[src/rtl/qbc_pkg.sv]
// shared constants and types of the q-binomial coefficient generator
package qbc_pkg;

	localparam int MAX_N_DEF = 15;   // largest supported n
	localparam int ARG_W     = 4;    // width of n and k
	localparam int COEF_W    = 13;   // coefficient width, sums wrap
	localparam int EXP_W     = 6;    // exponent port width

	typedef enum logic [2:0] {
		ST_IDLE,
		ST_CLEAR,
		ST_ROW,
		ST_DRAIN,
		ST_EMIT_RD,
		ST_EMIT_LD,
		ST_EMIT_WAIT
	} state_t;

	// sequencer to output register
	typedef struct packed {
		logic             load;
		logic             zero;
		logic             last;
		logic [EXP_W-1:0] exponent;
	} emit_t;

endpackage

[src/rtl/qbc_ctrl.sv]
// sequencer: row clear, q-pascal row updates through one adder, coefficient readout
module qbc_ctrl #(
	parameter int MAX_N = qbc_pkg::MAX_N_DEF,
	localparam int DEG_MAX = (MAX_N / 2) * ((MAX_N + 1) / 2),
	localparam int ROW_LEN = DEG_MAX + 1,
	localparam int DEPTH = (MAX_N + 1) * ROW_LEN,
	localparam int AW = $clog2(DEPTH),
	localparam int EW = (ROW_LEN > 1) ? $clog2(ROW_LEN) : 1
) (
	input  logic                       clk,
	input  logic                       arst_n,
	input  logic                       in_take,
	input  logic [qbc_pkg::ARG_W-1:0]  n_in,
	input  logic [qbc_pkg::ARG_W-1:0]  k_in,
	input  logic                       out_taken,
	input  logic [qbc_pkg::COEF_W-1:0] rd_data_a,
	input  logic [qbc_pkg::COEF_W-1:0] rd_data_b,
	output logic                       busy,
	output logic                       rd_en,
	output logic [AW-1:0]              rd_addr_a,
	output logic [AW-1:0]              rd_addr_b,
	output logic                       wr_en,
	output logic [AW-1:0]              wr_addr,
	output logic [qbc_pkg::COEF_W-1:0] wr_data,
	output qbc_pkg::emit_t             emit
);

	localparam int PW = 2 * qbc_pkg::ARG_W;

	qbc_pkg::state_t state_q, state_d;
	logic [qbc_pkg::ARG_W-1:0] n_q, n_d, k_q, k_d, i_q, i_d, j_q, j_d;
	logic [EW-1:0] e_q, e_d, deg_q, deg_d;
	logic [AW-1:0] clr_q, clr_d, clr_end_q, clr_end_d;
	logic zero_q, zero_d, last_q, last_d;
	logic wr_en_s1, wr_en_s1_d;
	logic [AW-1:0] wr_addr_s1;

	logic [qbc_pkg::ARG_W-1:0] row_sel, j_dec, sh, i_inc;
	logic [EW-1:0] src_e;
	logic [PW-1:0] prod;
	logic emit_last;

	// address generation, each row base by constant multiply
	always_comb begin
		row_sel   = (state_q == qbc_pkg::ST_ROW) ? j_q : k_q;
		j_dec     = j_q - qbc_pkg::ARG_W'(1);
		sh        = i_q - j_q;
		src_e     = e_q - EW'(sh);
		i_inc     = i_q + qbc_pkg::ARG_W'(1);
		rd_addr_a = AW'(row_sel) * AW'(ROW_LEN) + AW'(e_q);
		rd_addr_b = AW'(j_dec) * AW'(ROW_LEN) + AW'(src_e);
		prod      = PW'(k_in) * PW'(n_in - k_in);
		emit_last = zero_q || (e_q == deg_q);
	end

	// write port: clear sweep, else the adder write-back
	always_comb begin
		if (state_q == qbc_pkg::ST_CLEAR) begin
			wr_en   = 1'b1;
			wr_addr = clr_q;
			wr_data = (clr_q == '0) ? qbc_pkg::COEF_W'(1) : '0;
		end else begin
			wr_en   = wr_en_s1;
			wr_addr = wr_addr_s1;
			wr_data = rd_data_a + rd_data_b;
		end
	end

	always_ff @(posedge clk or negedge arst_n) begin
		if (!arst_n) begin
			state_q   <= qbc_pkg::ST_IDLE;
			n_q       <= '0;
			k_q       <= '0;
			i_q       <= '0;
			j_q       <= '0;
			e_q       <= '0;
			deg_q     <= '0;
			clr_q     <= '0;
			clr_end_q <= '0;
			zero_q    <= 1'b0;
			last_q    <= 1'b0;
			wr_en_s1  <= 1'b0;
		end else begin
			state_q   <= state_d;
			n_q       <= n_d;
			k_q       <= k_d;
			i_q       <= i_d;
			j_q       <= j_d;
			e_q       <= e_d;
			deg_q     <= deg_d;
			clr_q     <= clr_d;
			clr_end_q <= clr_end_d;
			zero_q    <= zero_d;
			last_q    <= last_d;
			wr_en_s1  <= wr_en_s1_d;
		end
	end

	always_ff @(posedge clk) begin
		wr_addr_s1 <= rd_addr_a;
	end

	always_comb begin
		state_d    = state_q;
		n_d        = n_q;
		k_d        = k_q;
		i_d        = i_q;
		j_d        = j_q;
		e_d        = e_q;
		deg_d      = deg_q;
		clr_d      = clr_q;
		clr_end_d  = clr_end_q;
		zero_d     = zero_q;
		last_d     = last_q;
		wr_en_s1_d = 1'b0;
		rd_en      = 1'b0;
		emit.load     = 1'b0;
		emit.zero     = zero_q;
		emit.last     = emit_last;
		emit.exponent = qbc_pkg::EXP_W'(e_q);
		case (state_q)
			qbc_pkg::ST_IDLE: begin
				if (in_take) begin
					n_d       = n_in;
					k_d       = k_in;
					e_d       = '0;
					clr_d     = '0;
					clr_end_d = AW'(AW'(k_in) + AW'(1)) * AW'(ROW_LEN) - AW'(1);
					deg_d     = (32'(prod) > DEG_MAX) ? EW'(DEG_MAX) : EW'(prod);
					if (32'(n_in) > MAX_N || k_in > n_in) begin
						zero_d  = 1'b1;
						state_d = qbc_pkg::ST_EMIT_LD;
					end else begin
						zero_d  = 1'b0;
						state_d = qbc_pkg::ST_CLEAR;
					end
				end
			end
			qbc_pkg::ST_CLEAR: begin
				if (clr_q == clr_end_q) begin
					if (k_q == '0) begin
						e_d     = '0;
						state_d = qbc_pkg::ST_EMIT_RD;
					end else begin
						i_d     = qbc_pkg::ARG_W'(1);
						j_d     = qbc_pkg::ARG_W'(1);
						e_d     = EW'(DEG_MAX);
						state_d = qbc_pkg::ST_ROW;
					end
				end else begin
					clr_d = clr_q + AW'(1);
				end
			end
			qbc_pkg::ST_ROW: begin
				rd_en      = 1'b1;
				wr_en_s1_d = 1'b1;
				if (e_q == EW'(sh)) begin
					state_d = qbc_pkg::ST_DRAIN;
				end else begin
					e_d = e_q - EW'(1);
				end
			end
			qbc_pkg::ST_DRAIN: begin
				if (j_q > qbc_pkg::ARG_W'(1)) begin
					j_d     = j_dec;
					e_d     = EW'(DEG_MAX);
					state_d = qbc_pkg::ST_ROW;
				end else if (i_q < n_q) begin
					i_d     = i_inc;
					j_d     = (i_inc < k_q) ? i_inc : k_q;
					e_d     = EW'(DEG_MAX);
					state_d = qbc_pkg::ST_ROW;
				end else begin
					e_d     = '0;
					state_d = qbc_pkg::ST_EMIT_RD;
				end
			end
			qbc_pkg::ST_EMIT_RD: begin
				rd_en   = 1'b1;
				state_d = qbc_pkg::ST_EMIT_LD;
			end
			qbc_pkg::ST_EMIT_LD: begin
				emit.load = 1'b1;
				last_d    = emit_last;
				state_d   = qbc_pkg::ST_EMIT_WAIT;
			end
			qbc_pkg::ST_EMIT_WAIT: begin
				if (out_taken) begin
					if (last_q) begin
						state_d = qbc_pkg::ST_IDLE;
					end else begin
						e_d     = e_q + EW'(1);
						state_d = qbc_pkg::ST_EMIT_RD;
					end
				end
			end
			default: begin
				state_d = qbc_pkg::ST_IDLE;
			end
		endcase
	end

	assign busy = (state_q != qbc_pkg::ST_IDLE);

endmodule

[config.mk]
export PLATFORM = sky130hd
export DESIGN_NAME = qbc_ctrl
export DESIGN_NICKNAME = d
export VERILOG_FILES = /design/src/rtl/qbc_pkg.sv /design/src/rtl/qbc_ctrl.sv
export SDC_FILE = /design/constraint.sdc
export NUM_CORES = 1
export LEC_CHECK = 0
export ABC_CLOCK_PERIOD_IN_PS = 10640
export BUFFER_PORTS_ARGS = -buffer_cell sky130_fd_sc_hd__buf_4
export CAP_MARGIN = 40
export CORE_MARGIN = 1
export CORE_UTILIZATION = 60
export CTS_BUF_LIST = sky130_fd_sc_hd__clkbuf_8
export CTS_CLUSTER_DIAMETER = 200
export CTS_CLUSTER_SIZE = 40
export DETAILED_ROUTE_END_ITERATION = 12
export HOLD_SLACK_MARGIN = 0.06
export PLACE_DENSITY = 0.92
export SLEW_MARGIN = 20
export SYNTH_ARGS = -nofsm -noshare
export SYNTH_HDL_FRONTEND = slang
export SYNTH_SLANG_ARGS = --single-unit
[constraint.sdc]
create_clock -name clk -period 10.64 [get_ports clk]
set_clock_uncertainty 0.05 [all_clocks]
set_input_delay 2.128 -clock clk [delete_from_list [all_inputs] [get_ports clk]]
set_output_delay 2.128 -clock clk [all_outputs]
set_load 0.03 [all_outputs]
==> results of run 1 <==
[registers in the layout, summed over array words and instances (netlist names)]
register,flops
k_q,4
state_q,3
j_q,4
clr_q,10
wr_en_s1,1
clr_end_q,9
zero_q,1
i_q,4
wr_addr_s1,10
e_q,6
deg_q,6
n_q,4
last_q,1
[logic make-up after synthesis]
family                     Yosys count  share of synthesized area
xor gates and xnor gates            80                      0.102
adders and majority gates          148                      0.292
and+or+nand+nor                    227                      0.149
DFF                                 63                      0.219
buffers and inverters              115                     0.0646
muxes                               11                     0.0163
AOI/OAI and AO/OA                  166                      0.156
[synth_stat cells, types with 5 or more instances]
library cell / count / share of area
nand3_1: 9 / 0.0065
nand2b_1: 6 / 0.0054
ha_1: 123 / 0.22
xor2_1: 28 / 0.035
clkbuf_1: 15 / 0.0081
and2_1: 14 / 0.013
a21o_1: 21 / 0.023
nand2_1: 88 / 0.047
a211oi_1: 5 / 0.0054
dfrtp_1: 53 / 0.19
a31oi_1: 6 / 0.0054
buf_2: 9 / 0.0065
fa_1: 25 / 0.072
nor3_1: 18 / 0.013
xnor2_1: 51 / 0.064
o21a_1: 6 / 0.0065
nor4_1: 5 / 0.0045
mux2i_1: 8 / 0.011
a22o_1: 8 / 0.010
o21ai_0: 42 / 0.030
o21ai_1: 9 / 0.0065
inv_1: 88 / 0.047
dfxtp_1: 10 / 0.029
nor2_1: 61 / 0.033
a21oi_1: 34 / 0.024
[worst max-delay path, delay by kind of cell (launching register included)]
family / cells / cell delay [ns]
buffers and inverters: 4 / 0.42
adders and majority gates: 4 / 1.42
and+or+nand+nor: 5 / 1.23
xor gates and xnor gates: 1 / 0.16
DFF: 1 / 0.85
AOI/OAI and AO/OA: 3 / 0.38
[area by class of cell]
cell class / instances / area, um^2
clock buffer: 10 / 138
clock inverter: 6 / 23.8
timing repair buffer: 96 / 729
inverter: 88 / 330
multi-input combinational: 632 / 5000
fill: 866 / 3450
sequential: 63 / 1530
tap: 143 / 179
[path summary, 6_finish.rpt]
path / startpoint / end / slack (ns) / cells after the start
setup / recovery: state_q[1] / rd_addr_a[9] / 3.64 / 17
hold / removal: clr_end_q[6] / clr_end_q[6] / 0.45 / 2
setup reg to reg: state_q[1] / wr_addr_s1[9] / 6.24 / 16
hold reg to reg: clr_end_q[6] / clr_end_q[6] / 0.45 / 2
max in group asynchronous: arst_n / clr_end_q[8] / 8.34 / 1
min in group asynchronous: arst_n / deg_q[5] / 1.76 / 1
[stage by stage]
stage	utilization	hold slack [ns]	cells	worst slack (ns)
after floorplan	-	0.401	810	4.28
after global placement	0.680	0.434	1019	4.09
after detailed placement	0.681	0.449	1020	3.97
after CTS	0.695	0.460	1036	3.64
after global routing	0.697	0.498	1038	3.27
final	0.697	0.454	1038	3.64
[routing by layer]
| layer | part of all wire | track usage | vias up |
|---|---|---|---|
| li1 | - | - | 2916 |
| met1 | 0.42 | 0.337 | 2782 |
| met2 | 0.49 | 0.483 | 176 |
| met3 | 0.050 | 0.0456 | 50 |
| met4 | 0.039 | 0.142 | 0 |
| met5 | 0 | 0 | - |
==> results.sh, run 1 <==
export IMPL_max_stage_delay_ns=0.85
export IMPL_cp_cell_sequence="nand2b_1 > nor2_4 > nor2_1 > a21oi_1 > inv_1 > ha_1 > ha_1 > inv_1 > fa_1 > inv_1 > ha_1 > nand2_1 > o21ai_0 > or4_1 > o21ai_0 > xnor2_1 > buf_4"
export IMPL_ys_ff_latch=63
export IMPL_ys_seq_area_frac=0.219
export IMPL_chipHeight_um=110
export IMPL_maxCapViolCount=0
export IMPL_synth_distinct_cells=68
export IMPL_ctsResizeCount=0
export IMPL_vias_per_cell=5.71
export IMPL_layout_common_cells="ha_1 (123), inv_1 (93), buf_4 (93)"
export IMPL_rows=39
export IMPL_timing_final_crit_share=0.658
export IMPL_path_clk_slew_ns=0.06
export IMPL_crit_arrival_ns=4.82
export IMPL_start_util=0.613
export IMPL_syn_nets=996
export IMPL_crit_path_max_fanout=23
export IMPL_clock_latency_ns=0.36
export IMPL_post_dp_hpwl_um=12700
export IMPL_core_um2=11400
export IMPL_cts_sinks=63
export IMPL_fin_area_um2=7920
export IMPL_grt_max_degree=54
export IMPL_critPathSlowestCell="dfrtp_1"
export IMPL_drcViolationCount=0
export IMPL_dr_pass1_iters=5
export IMPL_final_nets=1076
export IMPL_cts_root_buf="clkbuf_8"
export IMPL_yosysWarnings=0
export IMPL_grt_pass1_wl_um=26200
export IMPL_max_clock_path_buffers=2
export IMPL_synthCells=810
export IMPL_synthArstFlopShare=0.841
export IMPL_drive_gt1_frac=0.135
export IMPL_final_common_cell="ha_1"
export IMPL_grt_pass1_vias=5721
export IMPL_postPlaceCellArea_um2=7740
export IMPL_wl_per_cell_um=15.0
export IMPL_rsz0062_at_grt="no"
export IMPL_dieArea_um2=12100
export IMPL_max_freq_mhz=143
export IMPL_cts_tree="yes"
export IMPL_area_delta_synth_final_pct=13.6
export IMPL_hold_class="flop to flop"
export IMPL_antenna_found_initial=0
export IMPL_status="finished, final reports clean"
export IMPL_finalCriticalPeriod_ns=7.00
export IMPL_drt_iter0_drc=382
export IMPL_wl_um=15600
export IMPL_setup_tns_ns=0
export IMPL_syn_area_um2=6970
export IMPL_io_pin_count=93
export IMPL_cts_buffers=9
export IMPL_gp_congestion=0.913
export IMPL_io_buffers=92
export IMPL_synth_edff_count=0
export IMPL_avgSynthCellArea_um2=8.61
export IMPL_worstPathRequired_ns=8.46
export IMPL_antenna_cells=0
export IMPL_cts_hold_buf=0
export IMPL_worst_pin_slew_ns=0.860
export IMPL_die_w_um=110
export IMPL_drv_slew=0
export IMPL_htreeDepth=3
export IMPL_route_vias_total=5924
export IMPL_synth_ff_type="dfrtp_1"
export IMPL_ant_nets=0
export IMPL_worst_setup_path_start_kind="flop"
export IMPL_hold_viol=0
export IMPL_grt_remaining_overflow=0
export IMPL_slew_headroom=0.425
export IMPL_post_cts_setup_buffers=0
export IMPL_crit_type="flop to primary output"
export IMPL_crit_path_end_kind="primary output"
export IMPL_track_usage=0.281
export IMPL_setup_violations=0
Power of run 1 is left out: the tool's default activity adds up to more than one toggle a clock period on the data nets, which glitch-free logic cannot reach.
==> inputs of run 2 (changes only) <==
- ABC_CLOCK_PERIOD_IN_PS: 10640 -> 5690
- CORE_UTILIZATION: 60 -> 55
- PLACE_DENSITY: 0.92 -> 0.89
- clock period: 10.64 -> 5.69 ns (I/O delays scaled with it)
==> run 2 against run 1 <==
First-iteration DRC count increased by 12%. Global-route usage decreased by 2.4 points. Utilization decreased by 3.0 points. Largest cell class unchanged. Highest routed layer unchanged.
==> results.sh, run 2 (same netlist as run 1, synthesis figures left out) <==
export IMPL_status="finished, final reports clean"
export IMPL_cp_common_cell="ha_1"
export IMPL_drt_iter0_drc=429
export IMPL_drive_gt1_frac=0.156
export IMPL_clock_latency_ns=0.34
export IMPL_start_util=0.573
export IMPL_max_stage_delay_ns=0.56
export IMPL_dr_pass1_iters=5
export IMPL_grt_pass1_wl_um=26700
export IMPL_cts_buffers=9
export IMPL_antenna_found_initial=0
export IMPL_setup_violations=0
export IMPL_cts_tree="yes"
export IMPL_slew_headroom=0.420
export IMPL_drcViolationCount=0
export IMPL_track_usage=0.257
export IMPL_route_vias_total=6050
export IMPL_rr_endpoint="wr_addr_s1[9]"
export IMPL_cp_cell_sequence="inv_1 > ha_1 > inv_1 > fa_2 > inv_1 > ha_1 > nor2b_1 > o21ai_1 > nand2b_1 > xor2_1 > ha_1 > ha_1 > a21o_1 > a21oi_2 > nor2_1 > a211oi_2 > a21oi_1 > xnor2_1 > buf_4"
export IMPL_finalCriticalPeriod_ns=5.47
export IMPL_path_clk_slew_ns=0.07
export IMPL_r2r_start="state_q[0]"
export IMPL_top_regs="clr_q x10, wr_addr_s1 x10, clr_end_q x9"
export IMPL_gp_congestion=0.955
export IMPL_worstPathRequired_ns=4.50
export IMPL_area_delta_synth_final_pct=16.2
export IMPL_rows=40
export IMPL_crit_path_end_kind="primary output"
export IMPL_wl_um=16200
export IMPL_hold_viol=0
export IMPL_worst_r2r_setup_slack_ns=1.88
export IMPL_grt_remaining_overflow=0
export IMPL_timing_final_crit_share=0.961
export IMPL_drv_slew=0
export IMPL_htreeDepth=3
export IMPL_wl_per_cell_um=15.1
export IMPL_grt_pass1_vias=5755
export IMPL_max_clock_path_buffers=2
export IMPL_core_um2=12200
export IMPL_vias_per_cell=5.64
export IMPL_hold_class="flop to flop"
export IMPL_crit_type="flop to primary output"
export IMPL_maxCapViolCount=0
export IMPL_worst_pin_slew_ns=0.869
export IMPL_antenna_cells=0
export IMPL_critPathSlowestCell="fa_2"
export IMPL_cts_hold_buf=0
export IMPL_layout_common_cells="ha_1 (123), buf_4 (102), inv_1 (89)"
export IMPL_worst_setup_path_start_kind="flop"
export IMPL_cts_root_buf="clkbuf_8"
export IMPL_chipHeight_um=115
export IMPL_startpoint="i_q[0]"
export IMPL_die_w_um=115
export IMPL_final_nets=1086
export IMPL_cts_sinks=63
export IMPL_io_pin_count=93
export IMPL_ant_nets=0
export IMPL_dp_slack_ns=0.0373
export IMPL_max_freq_mhz=183
export IMPL_grt_max_degree=54
export IMPL_r2r_cells=16
export IMPL_layout_setup_ws_ns=0.221
export IMPL_cp_endpoint="rd_addr_b[9]"
export IMPL_final_common_cell="ha_1"
export IMPL_setup_tns_ns=0
export IMPL_crit_path_max_fanout=3
export IMPL_dieArea_um2=13100
export IMPL_crit_arrival_ns=4.28
export IMPL_io_buffers=92
export IMPL_rsz0062_at_grt="no"
export IMPL_post_dp_hpwl_um=12800
run 2: cell count changes in the layout (fill, tap and decap cells not counted), sizes merged, moves of 2 or more:
cell,previous run,this run
clkbuf,11,9
inv,93,89
buf,95,105
clkinvlp,0,2
bufinv,0,2
run 2: worst max-delay path, delay by kind of cell (launching register included):
family	cells	cell delay (ns)
AND/OR/NAND/NOR	3	0.36
adder cells (fa/ha/maj)	5	1.60
XOR/XNOR	2	0.33
AO/OA/AOI/OAI	5	0.89
flip-flops	1	0.41
buffers and inverters	4	0.37
run 2: what timing repair did:
item	CTS	global route
cloned	0	1
pin swaps	0	2
buffers inserted	0	2
gates resized for setup	2	6
setup endpoints to repair	2	5
run 2: area by class of cell:
type	count	area [um^2]
well taps	168	210
repair buffers	105	797
clock buffers	9	124
clock inverters	7	88.8
fillers	915	4060
inverters	88	330
multi-input cells	633	5030
flip-flops and latches	63	1530
run 2: metrics by stage:
stage	std cells	util	hold slack, ns	instance area, um^2
after floorplan	810	-	0.401	6970
after global placement	1051	0.642	0.432	7810
after detailed placement	1053	0.645	0.438	7840
after CTS	1069	0.663	0.457	8060
after global routing	1073	0.666	0.484	8100
final	1073	0.666	0.453	8100
run 2: worst min-delay path by stage:
stage | startpoint | cells after the start | slack (ns) | to
finish | clr_end_q[6] | 2 | 0.45 | clr_end_q[6]
detailed placement | last_q | 2 | 0.44 | last_q
floorplan | n_q[0] | 2 | 0.40 | n_q[0]
global placement | clr_end_q[1] | 2 | 0.43 | clr_end_q[1]
global route | clr_end_q[4] | 2 | 0.48 | clr_end_q[4]
CTS | clr_end_q[6] | 2 | 0.46 | clr_end_q[6]
run 2: metal layers:
layer  routed length (um)  part of all wire  global-route usage
met2                 7760              0.48               0.445
met1                 6960              0.43               0.323
met5                    0                 0                   0
met4                  417             0.026              0.0831
met3                 1110             0.068              0.0461
Power of run 2 is left out for the same reason.
